==> src/rtl/sndc_pkg.sv <==
// shared constants and types for the strided copy address generator
package sndc_pkg;

  localparam int FUNC_W     = 2;
  localparam int AXIS_W     = 2;
  localparam int EXT_W      = 32;
  localparam int STRIDE_W   = 32;
  localparam int OUT_ADDR_W = 48;
  localparam int ESIZE_W    = 9;
  localparam int RANK_W     = 3;
  localparam int OFF_W      = 32;
  localparam int STAT_W     = 2;
  localparam int CFG_IDX_W  = 3;
  localparam int CFG_DATA_W = 48;

  localparam logic [FUNC_W-1:0] FUNC_LOAD  = 2'd0;
  localparam logic [FUNC_W-1:0] FUNC_START = 2'd1;
  localparam logic [FUNC_W-1:0] FUNC_STEP  = 2'd2;

  localparam logic [STAT_W-1:0] STAT_ELEM      = 2'd0;
  localparam logic [STAT_W-1:0] STAT_EMPTY     = 2'd1;
  localparam logic [STAT_W-1:0] STAT_NOT_ARMED = 2'd2;

  localparam logic [CFG_IDX_W-1:0] REG_ELEM_SIZE  = 3'd0;
  localparam logic [CFG_IDX_W-1:0] REG_RANK       = 3'd1;
  localparam logic [CFG_IDX_W-1:0] REG_SRC_BASE   = 3'd2;
  localparam logic [CFG_IDX_W-1:0] REG_DST_BASE   = 3'd3;
  localparam logic [CFG_IDX_W-1:0] REG_SRC_OFFSET = 3'd4;
  localparam logic [CFG_IDX_W-1:0] REG_DST_OFFSET = 3'd5;

  localparam logic [ESIZE_W-1:0] ELEM_SIZE_RST = 9'd1;
  localparam logic [RANK_W-1:0]  RANK_RST      = 3'd1;

  typedef struct packed {
    logic wrap;
    logic empty;
  } cell_stat_t;

  typedef struct packed {
    logic              vld;
    logic [AXIS_W-1:0] axis;
  } ld_ctl_t;

endpackage

==> src/rtl/sndc_cell.sv <==
// one axis cell: counter, descriptor and carry handed to the next outer axis
module sndc_cell import sndc_pkg::*; #(
  parameter int AW = 48
) (
  input  logic             clk_i,
  input  logic             rst_ni,
  input  logic             clr_i,
  input  logic             ld_en_i,
  input  logic [EXT_W-1:0] ld_extent_i,
  input  logic [AW-1:0]    ld_src_stride_i,
  input  logic [AW-1:0]    ld_dst_stride_i,
  input  logic [AW-1:0]    ld_src_wrap_i,
  input  logic [AW-1:0]    ld_dst_wrap_i,
  input  logic             tok_i,
  output cell_stat_t       stat_o,
  output logic             carry_o,
  output logic [AW-1:0]    src_delta_o,
  output logic [AW-1:0]    dst_delta_o
);

  logic [EXT_W-1:0] cnt_q, cnt_inc, extent_q;
  logic             carry_q, wrap;
  logic [AW-1:0]    src_stride_q, dst_stride_q, src_wrap_q, dst_wrap_q;

  assign cnt_inc = cnt_q + EXT_W'(1);
  assign wrap    = (cnt_inc == extent_q);

  always_ff @(posedge clk_i or negedge rst_ni) begin
    if (!rst_ni) begin
      cnt_q   <= '0;
      carry_q <= 1'b0;
    end else if (clr_i) begin
      cnt_q   <= '0;
      carry_q <= 1'b0;
    end else begin
      carry_q <= tok_i & wrap;
      if (tok_i) begin
        cnt_q <= wrap ? '0 : cnt_inc;
      end
    end
  end

  always_ff @(posedge clk_i) begin
    if (ld_en_i) begin
      extent_q     <= ld_extent_i;
      src_stride_q <= ld_src_stride_i;
      dst_stride_q <= ld_dst_stride_i;
      src_wrap_q   <= ld_src_wrap_i;
      dst_wrap_q   <= ld_dst_wrap_i;
    end
  end

  // rolled-over axis rewinds, otherwise one stride forward
  assign src_delta_o  = tok_i ? (wrap ? src_wrap_q : src_stride_q) : '0;
  assign dst_delta_o  = tok_i ? (wrap ? dst_wrap_q : dst_stride_q) : '0;
  assign stat_o.wrap  = wrap;
  assign stat_o.empty = (extent_q == '0);
  assign carry_o      = carry_q;

endmodule

==> config.mk <==
export PLATFORM = sky130hd
export DESIGN_NAME = sndc_cell
export DESIGN_NICKNAME = d
export VERILOG_FILES = /design/src/rtl/sndc_pkg.sv /design/src/rtl/sndc_cell.sv
export SDC_FILE = /design/constraint.sdc
export NUM_CORES = 1
export LEC_CHECK = 0
export ABC_AREA = 1
export ABC_CLOCK_PERIOD_IN_PS = 5400
export BUFFER_PORTS_ARGS = -buffer_cell sky130_fd_sc_hd__buf_2
export CORE_MARGIN = 2
export CORE_UTILIZATION = 50
export DETAILED_ROUTE_END_ITERATION = 10
export PLACE_DENSITY = 0.76
export SLEW_MARGIN = 20
export SYNTH_ARGS = -nofsm -noshare
export SYNTH_HDL_FRONTEND = slang
export SYNTH_SLANG_ARGS = --single-unit
==> constraint.sdc <==
create_clock -name clk_i -period 5.4 [get_ports clk_i]
set_input_delay 1.08 -clock clk_i [delete_from_list [all_inputs] [get_ports clk_i]]
set_output_delay 1.08 -clock clk_i [all_outputs]
set_load 0.01 [all_outputs]
* Yosys cells after proc, flatten, opt, wreduce, memory -nomap -nowiden *
Cells that the tools add are included.

storage, ports and cells
  register bits after elaboration = 257
  output and inout bits = 99
  input port bits = 229
  word-level logic and storage cells = 20

cells by class
  reduce and logical (&&, ||, !) cells = 2
  add/sub/neg operators = 1
  eq/ne operators = 1
  bitwise gates (word level) = 1
  multiplexer cells = 8

operators by type and width
  operator                                       number
  2-to-1 mux 48 bit                              4
  2-to-1 mux 32 bit                              3
  adder 32 x 1 -> 32 bit, second input constant  1
  equality test 32 bit                           1
  zero test 32 bit                               1
  nonzero test 2 bit                             1
  bitwise AND 1 bit                              1
  2-to-1 mux 1 bit                               1

* Longest topological paths before layout *
  depth after elaboration = 5
  gate-level depth with buffers = 20
  mapped depth without buffers = 17

* Least setup slack after synthesis *
OpenSTA, ideal clock, no wires.

  path kind = register to output
  start = register cnt_q[0]
  end = output port dst_delta_o[10]
  path buffers = 3
  cell stages (with the launch flop) = 21
  arrival = 2.437 ns
  setup slack = 1.883 ns
  data required time = 4.320 ns
  cell sequence = dfrtp_1 > ha_1 > nand2_2 > nor2_4 > nand2_2 > nor2_2 > buf_4 > nand2_1 > nand2_1 > nand2_1 > nand2_1 > nand2_1 > nor2_1 > nand2_1 > nor2_4 > nand3_1 > buf_2 > buf_2 > nand2_1 > inv_1 > nor2_1

between the ends
  cells in the longest elaborated chain, start to end = 4

RTL lines
  what                            RTL line         source
  start: declaration              sndc_cell.sv:21  logic [EXT_W-1:0] cnt_q, cnt_inc, extent_q;
  start signal: assignment        sndc_cell.sv:38  cnt_q <= wrap ? '0 : cnt_inc;
  adder 32 x 1 -> 32 bit          sndc_cell.sv:25  assign cnt_inc = cnt_q + EXT_W'(1);
  equality test 32 bit            sndc_cell.sv:26  assign wrap = (cnt_inc == extent_q);
  2-to-1 mux 48 bit (2 in a row)  sndc_cell.sv:55  assign dst_delta_o = tok_i ? (wrap ? dst_wrap_q : dst_stride_q) : '0;
  end: declaration                sndc_cell.sv:18  output logic [AW-1:0] dst_delta_o

Every way passes these cells.

* Worst setup path after layout *
  start = register cnt_q[0]
  end = output port src_delta_o[43]

between the ends
  cells in the longest elaborated chain, start to end = 4

RTL lines
  what                            RTL line         source
  adder 32 x 1 -> 32 bit          sndc_cell.sv:25
  equality test 32 bit            sndc_cell.sv:26
  2-to-1 mux 48 bit (2 in a row)  sndc_cell.sv:54  assign src_delta_o = tok_i ? (wrap ? src_wrap_q : src_stride_q) : '0;
  end: declaration                sndc_cell.sv:17  output logic [AW-1:0] src_delta_o,

Every way passes these cells.

==> results.json <==
{
  "status": "finished, final reports clean",
  "portBuffers": 327,
  "slew_headroom_pct": 26.85,
  "p_leak_nw": 8.214,
  "ys_ff_latch": 257,
  "cp-start-kind": "flop",
  "overflow": 0,
  "clkSinkCount": 257,
  "clockRootBuffer": "clkbuf_16",
  "rows": 59,
  "holdCritPathClass": "flop to flop",
  "cp.required_ps": 4320,
  "arrival_ps": 3950,
  "pin_count": 328,
  "criticalPathCategory": "flop to output port",
  "grt_pass1_wl_mm": 55.28,
  "die_w_um": 165.4,
  "drtPass1Iterations": 5,
  "critPathCaptureType": "output port",
  "grt_antenna_before_repair": 10,
  "die-height_um": 165.4,
  "synth_area_leaders": "edfxtp_1, nand2_1, inv_1",
  "peakVddDrop_uv": 296.5,
  "cts-buffers-inserted": 28,
  "dp_worst_setup_slack_ps": 714.1,
  "syn_inst": 1554,
  "worstPathMaxFanout": 96,
  "setup_viol": 0,
  "final.period_utilization_pct": 93.09,
  "worst_slew_pin_slew_ps": 1097,
  "finalHoldViolCount": 0,
  "grt_max_degree": 130,
  "finClkSkew_ps": 13.26,
  "setup_slack_ps": 373.2,
  "yosysUniqueCellTypes": 27,
  "vias_per_cell": 5.005,
  "wl_per_cell_um": 16.62,
  "fmax_mhz": 198.9,
  "wirelength_mm": 36.97,
  "cts_setup_buffers": 0,
  "synth.largest_area_cell": "edfxtp_1",
  "rsz0062_at_grt": "no",
  "timing.final.crit_period_ps": 5027,
  "yosysWarnings": 0,
  "ys_seq_area_share_pct": 57.96,
  "gp_congestion": 0.9429,
  "coreArea_sq_mm": 0.02584,
  "die-area_sq_mm": 0.02737,
  "p_per_area_mw_per_mm2": 300.1,
  "drv_slew": 0,
  "grt_pass1_vias": 10660,
  "syn_nets": 1784,
  "synthesis.area_sq_mm": 0.01303,
  "first_iter_violations": 989,
  "grt_usage_pct": 26.27,
  "clkLatencyLatePin_ps": 550,
  "avgSynthCellArea_sq_um": 8.385,
  "fill_cells": 2222,
  "clkTransAtPathRegs_ps": 60,
  "vias": 11130,
  "nNetsFinal": 2088,
  "cts_hold_buf": 0,
  "cts_buffer_depth": 3,
  "syn_to_final_growth_pct": 22.20,
  "drcViolationCount": 0,
  "synth_top_area_share_pct": 51.62,
  "maxCapViolCount": 0,
  "ant_nets": 0,
  "htree_num_levels": 1,
  "setup-tns-final_ps": 0,
  "cts_tree": "built",
  "dpl.hpwl_mm": 25.38,
  "start_util_pct": 50.43,
  "drive_gt1_share_pct": 23.46,
  "cts-resized-gates": 0
}
==> cells in the mapped netlist, drive strengths merged <==
master,count
nand4,106
nor3,1
nor4,8
inv,353
nor2,183
xnor2,1
ha,1
nand3b,18
dfrtp,33
a21oi,5
edfxtp,224
and2,3
clkbuf,11
buf,51
nand2,483
xor2,3
nor3b,2
clkinv,1
o21ai,4
nand3,63
==> registers in the layout (all words and copies together), names as in the netlist <==
name / count
carry_o: 1
extent_q: 32
cnt_q: 32
dst_wrap_q: 48
src_stride_q: 48
dst_stride_q: 48
src_wrap_q: 48
==> cell type report <==
class                      count  area [sq um]  area share, %
tap                          335         419.2          2.632
sequential                   257          7552          47.43
clock buffer                  36         760.7          4.778
timing repair buffer         336          1773          11.13
antenna                        9         22.52         0.1414
multi-input combinational    881          3877          24.35
inverter                     354          1329          8.345
clock inverter                16         188.9          1.187
==> power by group <==
group	switching [mW]	internal [mW]	total, mW
clock network	0.797	1.18	1.98
registers	0.0521	2.32	2.37
logic	0.262	0.168	0.430
==> cells by family (layout without fill, tap and decap cells) <==
group	after synthesis	in the layout	synth area share, %
compound gates	9	9	0.3456
buf+inv	416	742	12.42
xor+xnor	4	4	0.2689
simple gates	867	867	28.91
fa+ha+maj	1	1	0.09601
other cells	0	9	0
flops	257	257	57.96
==> placed cells by master (no fill, tap or decap), drive strengths merged <==
master and instances:
nand3b 18, buf 335, ha 1, diode 9
clkinv 11, nor2 183, nor3b 2, bufinv 4
nor4 8, clkinvlp 2, nand4 106, xor2 3
clkbuf 37, nor3 1, nand2 483, a21oi 5
edfxtp 224, nand3 63, dfrtp 33, xnor2 1
o21ai 4, inv 353, and2 3
==> through the flow <==
step	std cells	utilization (%)	hold slack, ps	power [mW]	cell area [sq um]
floorplan	1554	-	471.1	2.595	13030
global placement	2163	57.84	491.7	2.826	14940
detailed placement	2163	57.84	497.3	2.837	14940
CTS	2215	61.51	516.0	4.811	15890
global route	2218	61.57	533.7	4.944	15910
finish	2224	61.63	513.9	4.779	15920
==> worst max-delay path, stage by stage (launching register included) <==
cell and delay (ps):
dfrtp_1 440, ha_1 250, nand2_2 100, nor2_4 190, nand2_2 110, nor2_2 400, nand4_1 180, nand3_1 150
nand2_1 60, nor2_1 100, nand2_1 100, nor2_4 130, buf_6 570, nand4_1 160, nand2_1 180, nor2_1 80
buf_2 150
==> worst paths after layout <==
| check | depth (start not counted) | slack (ps) | from | endpoint |
|---|---|---|---|---|
| min in group asynchronous | 1 | 630 | rst_ni | cnt_q[1] |
| min | 2 | 510 | cnt_q[31] | cnt_q[31] |
| max reg2reg | 16 | 2270 | cnt_q[0] | cnt_q[12] |
| min reg2reg | 2 | 510 | cnt_q[31] | cnt_q[31] |
| max | 16 | 370 | cnt_q[0] | src_delta_o[43] |
| max in group asynchronous | 1 | 4240 | rst_ni | cnt_q[29] |
==> layer usage <==
metal	GRT usage (%)	up-vias	wire length (um)
met4	11.76	4	1639
li1	-	5465	-
met3	5.719	109	2844
met1	31.84	5073	14190
met5	0	-	23
met2	45.08	481	18270
Power figures use the tool's default switching activity.
